===== config.mk =====
export PLATFORM = sky130hd
export DESIGN_NAME = name_to_register_binding_table_flat
export DESIGN_NICKNAME = d
export VERILOG_FILES = /design/src/hdl/nrb_pkg.sv /design/src/hdl/nrb_req_if.sv /design/src/hdl/nrb_rsp_if.sv /design/src/hdl/nrb_store.sv /design/src/hdl/nrb_match.sv /design/src/hdl/nrb_ctrl.sv /design/src/hdl/name_to_register_binding_table.sv /design/src/flat_wrapper.sv
export SDC_FILE = /design/constraint.sdc
export NUM_CORES = 1
export LEC_CHECK = 0
export ABC_AREA = 0
export ABC_CLOCK_PERIOD_IN_PS = 2100
export CAP_MARGIN = 20
export CORE_ASPECT_RATIO = 1.2
export CORE_MARGIN = 10
export CORE_UTILIZATION = 57
export DETAILED_ROUTE_END_ITERATION = 7
export DONT_BUFFER_PORTS = 1
export PLACE_DENSITY = 0.79
export REMOVE_ABC_BUFFERS = 1
export SYNTH_ARGS = -nofsm -noshare
export SYNTH_HDL_FRONTEND = slang
export SYNTH_SLANG_ARGS = --single-unit
export TNS_END_PERCENT = 50

===== constraint.sdc =====
create_clock -name clk -period 2.1 [get_ports clk]
set_input_delay 0.525 -clock clk [delete_from_list [all_inputs] [get_ports clk]]
set_output_delay 0.525 -clock clk [all_outputs]
set_load 0.05 [all_outputs]

===== src/hdl/nrb_pkg.sv =====
package nrb_pkg;

  // fixed widths of the channel fields
  localparam int IN_KEY_BITS   = 16;
  localparam int OUT_IDX_BITS  = 4;

  // default sizing of the binding table
  localparam int DEF_NUM_ENTRIES = 16;
  localparam int DEF_KEY_BITS    = 16;

  // sequencer states
  typedef enum logic [1:0] {
    S_IDLE,
    S_SCAN,
    S_DRAIN,
    S_FINISH
  } state_t;

  // sequencer to datapath controls
  typedef struct packed {
    logic start;
    logic rd_en;
    logic done;
    logic idle;
  } ctrl_t;

  // store write controls
  typedef struct packed {
    logic claim;
    logic release_entry;
  } store_cmd_t;

endpackage


===== src/hdl/nrb_req_if.sv =====
interface nrb_req_if;
  import nrb_pkg::*;

  logic                   valid;
  logic                   ready;
  logic [IN_KEY_BITS-1:0] name_key;
  logic                   is_temporary;

  modport source (output valid, output name_key, output is_temporary, input ready);
  modport sink   (input valid, input name_key, input is_temporary, output ready);

endinterface


===== src/hdl/nrb_rsp_if.sv =====
interface nrb_rsp_if;
  import nrb_pkg::*;

  logic                    valid;
  logic                    ready;
  logic [OUT_IDX_BITS-1:0] register_index;
  logic                    was_hit;
  logic                    was_released;
  logic                    pool_full;

  modport source (output valid, output register_index, output was_hit,
                  output was_released, output pool_full, input ready);
  modport sink   (input valid, input register_index, input was_hit,
                  input was_released, input pool_full, output ready);

endinterface


===== src/hdl/nrb_store.sv =====
module nrb_store #(
  parameter int NUM_ENTRIES = nrb_pkg::DEF_NUM_ENTRIES,
  parameter int KEY_BITS    = nrb_pkg::DEF_KEY_BITS,
  localparam int IDX_W      = $clog2(NUM_ENTRIES)
) (
  input  logic                clk,
  input  logic                rst,
  input  logic                rd_en,
  input  logic [IDX_W-1:0]    rd_idx,
  output logic [KEY_BITS-1:0] rd_key,
  output logic                rd_occ,
  input  nrb_pkg::store_cmd_t cmd,
  input  logic [IDX_W-1:0]    wr_idx,
  input  logic [KEY_BITS-1:0] wr_key
);
  import nrb_pkg::*;

  logic [KEY_BITS-1:0]    key_mem [NUM_ENTRIES];
  logic [NUM_ENTRIES-1:0] occ;

  // key memory, one write and one registered read per cycle
  always_ff @(posedge clk) begin
    if (cmd.claim) begin
      key_mem[wr_idx] <= wr_key;
    end
    if (rd_en) begin
      rd_key <= key_mem[rd_idx];
    end
  end

  // occupancy bits, cleared at reset
  always_ff @(posedge clk) begin
    if (rst) begin
      occ    <= '0;
      rd_occ <= 1'b0;
    end else begin
      if (cmd.claim) begin
        occ[wr_idx] <= 1'b1;
      end else if (cmd.release_entry) begin
        occ[wr_idx] <= 1'b0;
      end
      if (rd_en) begin
        rd_occ <= occ[rd_idx];
      end
    end
  end

endmodule


===== src/hdl/nrb_match.sv =====
module nrb_match #(
  parameter int NUM_ENTRIES = nrb_pkg::DEF_NUM_ENTRIES,
  parameter int KEY_BITS    = nrb_pkg::DEF_KEY_BITS,
  localparam int IDX_W      = $clog2(NUM_ENTRIES)
) (
  input  logic                            clk,
  input  logic                            rst,
  input  nrb_pkg::ctrl_t                  ctrl,
  input  logic [IDX_W-1:0]                rd_idx,
  input  logic [nrb_pkg::IN_KEY_BITS-1:0] in_key,
  input  logic                            in_temp,
  input  logic [KEY_BITS-1:0]             rd_key,
  input  logic                            rd_occ,
  output logic [KEY_BITS-1:0]             key,
  output logic                            temp,
  output logic                            found,
  output logic [IDX_W-1:0]                found_idx,
  output logic                            free_found,
  output logic [IDX_W-1:0]                free_idx
);
  import nrb_pkg::*;

  logic             cmp_valid;
  logic [IDX_W-1:0] cmp_idx;
  logic             hit_now;
  logic             free_now;

  // shared comparator on the entry read last cycle
  assign hit_now  = cmp_valid && !found && rd_occ && (rd_key == key);
  assign free_now = cmp_valid && !free_found && !rd_occ;

  // request latch and compare pipeline tag
  always_ff @(posedge clk) begin
    if (ctrl.start) begin
      key  <= KEY_BITS'(in_key);
      temp <= in_temp;
    end
    cmp_idx <= rd_idx;
  end

  // first match and first free entry seen during the scan
  always_ff @(posedge clk) begin
    if (rst) begin
      cmp_valid  <= 1'b0;
      found      <= 1'b0;
      free_found <= 1'b0;
    end else begin
      cmp_valid <= ctrl.rd_en;
      if (ctrl.start) begin
        found      <= 1'b0;
        free_found <= 1'b0;
      end else begin
        if (hit_now) begin
          found     <= 1'b1;
          found_idx <= cmp_idx;
        end
        if (free_now) begin
          free_found <= 1'b1;
          free_idx   <= cmp_idx;
        end
      end
    end
  end

endmodule


===== src/hdl/nrb_ctrl.sv =====
module nrb_ctrl #(
  parameter int NUM_ENTRIES = nrb_pkg::DEF_NUM_ENTRIES,
  localparam int IDX_W      = $clog2(NUM_ENTRIES)
) (
  input  logic             clk,
  input  logic             rst,
  input  logic             accept,
  input  logic             found,
  output nrb_pkg::ctrl_t   ctrl,
  output logic [IDX_W-1:0] rd_idx
);
  import nrb_pkg::*;

  localparam logic [IDX_W-1:0] LAST_IDX = IDX_W'(NUM_ENTRIES - 1);

  state_t state;
  state_t state_next;

  // next state
  always_comb begin
    state_next = state;
    case (state)
      S_IDLE: begin
        if (accept) state_next = S_SCAN;
      end
      S_SCAN: begin
        if (found) state_next = S_FINISH;
        else if (rd_idx == LAST_IDX) state_next = S_DRAIN;
      end
      S_DRAIN:  state_next = S_FINISH;
      S_FINISH: state_next = S_IDLE;
      default:  state_next = S_IDLE;
    endcase
  end

  // outputs
  always_comb begin
    ctrl = '0;
    case (state)
      S_IDLE: begin
        ctrl.idle  = 1'b1;
        ctrl.start = accept;
      end
      S_SCAN:   ctrl.rd_en = !found;
      S_DRAIN:  ctrl.rd_en = 1'b0;
      S_FINISH: ctrl.done  = 1'b1;
      default:  ctrl = '0;
    endcase
  end

  // state and scan address
  always_ff @(posedge clk) begin
    if (rst) begin
      state  <= S_IDLE;
      rd_idx <= '0;
    end else begin
      state <= state_next;
      if (ctrl.start) begin
        rd_idx <= '0;
      end else if (ctrl.rd_en && rd_idx != LAST_IDX) begin
        rd_idx <= rd_idx + 1'b1;
      end
    end
  end

endmodule


===== src/hdl/name_to_register_binding_table.sv =====
// Name to register binding table.
// A request on req carries name_key and is_temporary. The block searches its
// table for an occupied entry holding the key; on a hit it returns that
// entry's index with was_hit set, and a temporary also frees the entry
// (was_released). Without a hit the lowest free entry is claimed and its
// index returned; with no free entry pool_full is set and nothing changes.
// One result item on rsp follows each request item.
// Timing: the entries are read one per cycle from the key memory and checked
// by a single comparator. The scan ends after the first hit and otherwise
// reads the whole table; one item is in flight at a time, and req is ready
// again once the block is idle and the result register is free.
// Reset (rst, synchronous) clears all occupancy bits at once; keys are not
// cleared and are only compared on occupied entries.
// A stalled receiver holds the result in the output register; no new item is
// taken until that result has gone.
module name_to_register_binding_table #(
  parameter int NUM_ENTRIES = nrb_pkg::DEF_NUM_ENTRIES,
  parameter int KEY_BITS    = nrb_pkg::DEF_KEY_BITS
) (
  input  logic         clk,
  input  logic         rst,
  nrb_req_if.sink      req,
  nrb_rsp_if.source    rsp
);
  import nrb_pkg::*;

  localparam int IDX_W = $clog2(NUM_ENTRIES);

  ctrl_t               ctrl;
  store_cmd_t          cmd;
  logic                accept;
  logic [IDX_W-1:0]    rd_idx;
  logic [IDX_W-1:0]    wr_idx;
  logic [KEY_BITS-1:0] rd_key;
  logic                rd_occ;
  logic [KEY_BITS-1:0] key;
  logic                temp;
  logic                found;
  logic [IDX_W-1:0]    found_idx;
  logic                free_found;
  logic [IDX_W-1:0]    free_idx;

  // request handshake
  assign req.ready = ctrl.idle && (!rsp.valid || rsp.ready);
  assign accept    = req.valid && req.ready;

  nrb_ctrl #(.NUM_ENTRIES(NUM_ENTRIES)) u_ctrl (
    .clk    (clk),
    .rst    (rst),
    .accept (accept),
    .found  (found),
    .ctrl   (ctrl),
    .rd_idx (rd_idx)
  );

  nrb_store #(.NUM_ENTRIES(NUM_ENTRIES), .KEY_BITS(KEY_BITS)) u_store (
    .clk    (clk),
    .rst    (rst),
    .rd_en  (ctrl.rd_en),
    .rd_idx (rd_idx),
    .rd_key (rd_key),
    .rd_occ (rd_occ),
    .cmd    (cmd),
    .wr_idx (wr_idx),
    .wr_key (key)
  );

  nrb_match #(.NUM_ENTRIES(NUM_ENTRIES), .KEY_BITS(KEY_BITS)) u_match (
    .clk        (clk),
    .rst        (rst),
    .ctrl       (ctrl),
    .rd_idx     (rd_idx),
    .in_key     (req.name_key),
    .in_temp    (req.is_temporary),
    .rd_key     (rd_key),
    .rd_occ     (rd_occ),
    .key        (key),
    .temp       (temp),
    .found      (found),
    .found_idx  (found_idx),
    .free_found (free_found),
    .free_idx   (free_idx)
  );

  // table update at the end of the scan
  assign cmd.claim         = ctrl.done && !found && free_found;
  assign cmd.release_entry = ctrl.done && found && temp;
  assign wr_idx            = found ? found_idx : free_idx;

  // result register
  always_ff @(posedge clk) begin
    if (rst) begin
      rsp.valid <= 1'b0;
    end else if (ctrl.done) begin
      rsp.valid <= 1'b1;
    end else if (rsp.ready) begin
      rsp.valid <= 1'b0;
    end
  end

  always_ff @(posedge clk) begin
    if (ctrl.done) begin
      rsp.register_index <= (found || free_found) ? OUT_IDX_BITS'(wr_idx) : '0;
      rsp.was_hit        <= found;
      rsp.was_released   <= found && temp;
      rsp.pool_full      <= !found && !free_found;
    end
  end

  // no request is taken while a scan is running
  a_busy_not_ready: assert property (@(posedge clk) disable iff (rst)
    !ctrl.idle |-> !req.ready)
    else $error("request accepted during a scan");

  // finishing a scan always presents a result
  a_done_result: assert property (@(posedge clk) disable iff (rst)
    ctrl.done |=> rsp.valid)
    else $error("scan finished without a result");

  // a freed entry must have been a hit, and a full pool is never a hit
  a_flags: assert property (@(posedge clk) disable iff (rst)
    rsp.valid |-> (!rsp.was_released || rsp.was_hit) && !(rsp.pool_full && rsp.was_hit))
    else $error("inconsistent result flags");

  // an accepted item starts the scan next cycle
  a_start_scan: assert property (@(posedge clk) disable iff (rst)
    accept |=> ctrl.rd_en)
    else $error("scan did not start after acceptance");

endmodule

===== src/flat_wrapper.sv =====
// flat-port wrapper written by rule: the top's interface ports become plain ports
module name_to_register_binding_table_flat import nrb_pkg::*;
#(
  parameter int NUM_ENTRIES = nrb_pkg::DEF_NUM_ENTRIES,
  parameter int KEY_BITS    = nrb_pkg::DEF_KEY_BITS
)
  (clk, rst, req_valid, req_name_key, req_is_temporary, req_ready, rsp_valid, rsp_register_index, rsp_was_hit, rsp_was_released, rsp_pool_full, rsp_ready);
  nrb_req_if req_i ();
  nrb_rsp_if rsp_i ();
  input  logic clk;
  input  logic rst;
  input wire logic [$bits(req_i.valid)-1:0] req_valid;
  input wire logic [$bits(req_i.name_key)-1:0] req_name_key;
  input wire logic [$bits(req_i.is_temporary)-1:0] req_is_temporary;
  output wire logic [$bits(req_i.ready)-1:0] req_ready;
  output wire logic [$bits(rsp_i.valid)-1:0] rsp_valid;
  output wire logic [$bits(rsp_i.register_index)-1:0] rsp_register_index;
  output wire logic [$bits(rsp_i.was_hit)-1:0] rsp_was_hit;
  output wire logic [$bits(rsp_i.was_released)-1:0] rsp_was_released;
  output wire logic [$bits(rsp_i.pool_full)-1:0] rsp_pool_full;
  input wire logic [$bits(rsp_i.ready)-1:0] rsp_ready;
  assign req_i.valid = req_valid;
  assign req_i.name_key = req_name_key;
  assign req_i.is_temporary = req_is_temporary;
  assign req_ready = req_i.ready;
  assign rsp_valid = rsp_i.valid;
  assign rsp_register_index = rsp_i.register_index;
  assign rsp_was_hit = rsp_i.was_hit;
  assign rsp_was_released = rsp_i.was_released;
  assign rsp_pool_full = rsp_i.pool_full;
  assign rsp_i.ready = rsp_ready;
  name_to_register_binding_table #(.NUM_ENTRIES(NUM_ENTRIES), .KEY_BITS(KEY_BITS)) u_core (.clk(clk), .rst(rst), .req(req_i), .rsp(rsp_i));
endmodule

==> reports/metrics.cfg <==
[logic_synthesis]
postSynthAreaPerCell_um2 = 19.1
synth.distinct_cells = 54
synth_edf_count = 304
netlist_area_um2 = 13100
yosysWarningCount = 0
ys.flop_type = edfxtp_1
synth_seq_cells = 335
ys_seq_area_share_pct = 74.6
async_reset_ff_share_pct = 0
netlist_instances = 685

[sta]
timing.fmax_ghz = 0.492
maxSlewViolCount = 0
whs_ns = 0.0832
relSlewSlack_pct = 65.9
tns_ns = 0
min_period_ns = 2.03
finalClockSkew_ns = 0.0124
fin_crit_sh_pct = 96.7
setup_violations = 0
worst_pin_slew_ns = 0.511
finalHoldViolCount = 0

[worst_setup_path]
reg2reg_slack_ns = 0.07
r2r-end = u_core.u_match.found_idx[2]$_DFFE_PP_
worstPathArrival_ns = 2.25
r2r_start = u_core.u_match.key[13]$_DFFE_PP_
critPathKind = reg2reg
reg2reg_depth = 5
cp-start-kind = flip-flop
cp-end-kind = flip-flop
worst_ep_required_time_ns = 2.32
critPathMaxStageDelay_ns = 0.59
cp_cell_sequence = xnor2_2, nand4_1, or4_1, nor3_2, buf_4
path_max_fanout = 4
cp_slowest_cell = or4_1

[cts]
cts_buffer_depth = 3
path_clk_slew_ns = 0.06
clock_sinks = 335
cts_buffers = 34
cts_tree = yes
insertion_delay_ns = 0.50
clockRootBuffer = clkbuf_16
htreeDepth = 2

[finish]
fill_cells = 1395
syn2layout_area_growth_pct = 15.7
nNetsFinal = 784
drive_gt1_share_pct = 24.5
instances_no_fill = 1061

[routing]
ant_nets = 0
via_count = 6705
wl_um = 28400
drt_iter0_markers = 652
dr.pass1.iters = 5
drt-vias-per-instance = 6.32
drc = 0
wl_per_cell_um = 26.7

[grt]
grt.overflow.total = 0
grt_pass1_wl_um = 42500
grt_pass1_vias = 6994
antenna_found_initial = 3
grt_usage_pct = 19.7
grt_max_degree = 31

[power]
comb_power_share_pct = 14.7
netSwitchingFraction_pct = 23.8
p_clk_share_pct = 35.3
power_mw = 16.4
p_seq_share_pct = 49.9
p_int_mw = 12.5
vdd_drop_max_uv = 767
power_density_nw_per_um2 = 1090
leakage_nw = 4.89
p_switching_mw = 3.90

[status]
status = complete, no violations

[die]
die_area_um2 = 29400
die_w_um = 158
core_area_um2 = 22500
die_y_um = 186
rows = 60
initial_core_util_pct = 58.0
io-pin-count = 30

[worst_hold_path]
hold_start = rst
hold_depth = 1
min_path_type = in2reg

[placement]
dpl.hpwl_um = 15900
dp.cells = 994
routabilityCongestion = 0.897
numPortBuffers = 0

[run]
max-cap-violations = 0

[registers in the layout, indices dropped and copies added (netlist names), 2 cells and up, named ones only]
| register | count |
|---|---|
| u_core.u_match.key | 16 |
| u_core.u_ctrl.rd_idx | 4 |
| u_core.u_match.cmp_idx | 4 |
| u_core.rsp.register_index | 4 |
| u_core.u_ctrl.state | 2 |
| u_core.u_match.found_idx | 4 |
| u_core.u_store.rd_key | 16 |
| u_core.u_match.free_idx | 4 |
| u_core.u_store.key_mem | 256 |
[critical path: cells and delay by family, from the launching register on]
kind,cells,cell delay [ns]
buffers and inverters,1,0.15
DFF,1,0.47
and+or+nand+nor,3,0.91
xor gates and xnor gates,1,0.22
[synthesized netlist by cell type (all sizes together) (2+ instances only)]
master | count | area [µm²]
nand2 | 23 | 86.3
nand4b | 2 | 17.5
a21oi | 39 | 195
nor2b | 18 | 113
edfxtp | 304 | 9130
ha | 5 | 62.6
buf | 20 | 149
nand2b | 10 | 70.1
a211oi | 17 | 133
o21ai | 22 | 110
nand3 | 6 | 30.0
mux2i | 19 | 190
and2 | 3 | 18.8
clkbuf | 13 | 52.6
or4 | 6 | 48.8
inv | 22 | 82.6
nand3b | 2 | 15.0
o211ai | 2 | 15.0
nor2 | 11 | 41.3
xor2 | 14 | 123
nand4 | 2 | 12.5
nor4 | 2 | 12.5
mux4 | 66 | 1510
dfxtp | 31 | 621
nor3 | 3 | 15.0
and3 | 2 | 12.5
a31o | 2 | 26.3
xnor2 | 5 | 43.8
[power groups by stage]
stage	Clock (mW)	Combinational (mW)	Sequential (mW)
after floorplan	0	1.28	8.61
after global placement	0	2.21	8.32
after detailed placement	0	2.30	8.35
after CTS	5.91	2.35	8.22
after global routing	6.19	2.63	8.21
final	5.80	2.42	8.19
[logic make-up (layout without fill, tap and decap cells)]
| logic type | count (synthesis) | in the layout | share of synthesized area, % |
|---|---|---|---|
| AOI/OAI and AO/OA | 91 | 91 | 4.28 |
| muxes | 86 | 86 | 13.1 |
| DFF | 335 | 335 | 74.6 |
| xor gates and xnor gates | 19 | 19 | 1.27 |
| adders and majority gates | 5 | 5 | 0.479 |
| buffers and inverters | 55 | 150 | 2.17 |
| and+or+nand+nor | 94 | 94 | 4.05 |
| other | 0 | 2 | 0 |
[placed cells by master (no fill, tap or decap), types with 5 or more instances in the layout]
master       n
a211oi_1    16
a21oi_1     39
buf_12      22
buf_4       48
clkbuf_1     6
clkbuf_16   35
clkinv_1     6
dfxtp_1     28
edfxtp_1   304
inv_1       21
mux2i_1     19
mux4_1       7
mux4_2      59
nand2_1     23
nand2b_1     9
nand3_1      6
nor2_1      11
nor2b_1     17
o21ai_0      7
o21ai_1     15
or4_1        5
xor2_1      14
[what timing repair did]
item / 4_1_cts / 5_1_grt
setup endpoints to repair: 1 / 5
buffers inserted: 0 / 7
hold buffers: 0 / 0
gates resized for setup: 1 / 3
hold endpoints to repair: 0 / 0
[final cells by class]
| cell class | instances | area (µm²) | share of cell area [%] |
|---|---|---|---|
| antenna | 2 | 5.00 | 0.0331 |
| tap | 279 | 349 | 2.31 |
| multi-input combinational | 295 | 3050 | 20.2 |
| sequential | 335 | 9760 | 64.5 |
| inverter | 22 | 82.6 | 0.546 |
| clock inverter | 16 | 160 | 1.06 |
| timing repair buffer | 70 | 801 | 5.30 |
| clock buffer | 42 | 912 | 6.03 |
[metal layers]
| layer | vias up | track usage, % | part of all wire [%] | wire, µm |
|---|---|---|---|---|
| li1 | 2899 | - | - | - |
| met5 | - | 0 | 0.046 | 13 |
| met2 | 305 | 32.7 | 51 | 14400 |
| met3 | 79 | 4.43 | 6.9 | 1950 |
| met1 | 3420 | 23.7 | 37 | 10600 |
| met4 | 2 | 10.4 | 4.9 | 1390 |
[per-stage QoR]
| step | worst slack [ns] | instance area [µm²] | util [%] |
|---|---|---|---|
| final | 0.0684 | 15100 | 67.1 |
| after global routing | -0.0154 | 15100 | 67.1 |
| after CTS | 0.0110 | 15000 | 66.8 |
| after detailed placement | 0.0131 | 14000 | 62.0 |
| after global placement | 0.0662 | 14000 | 62.0 |
| after floorplan | -2.14 | 12900 | - |
[worst max-delay path by stage]
stage	startpoint	to	slack [ns]	cells after the start
floorplan	u_core.u_ctrl.rd_idx[0]$_SDFFE_PP0P_	u_core.u_store.rd_key[10]$_DFFE_PN_	-2.14	4
global placement	rsp_ready	u_core.u_match.found_idx[1]$_DFFE_PP_	0.07	5
detailed placement	u_core.u_ctrl.state[0]$_SDFFE_PP0P_	u_core.u_match.found_idx[1]$_DFFE_PP_	0.01	6
CTS	u_core.u_ctrl.state[0]$_SDFFE_PP0P_	u_core.u_match.found_idx[2]$_DFFE_PP_	0.01	6
global route	u_core.u_match.key[13]$_DFFE_PP_	u_core.u_match.found_idx[2]$_DFFE_PP_	-0.02	5
finish	u_core.u_match.key[13]$_DFFE_PP_	u_core.u_match.found_idx[2]$_DFFE_PP_	0.07	5
(Power assumes the default switching activity.)
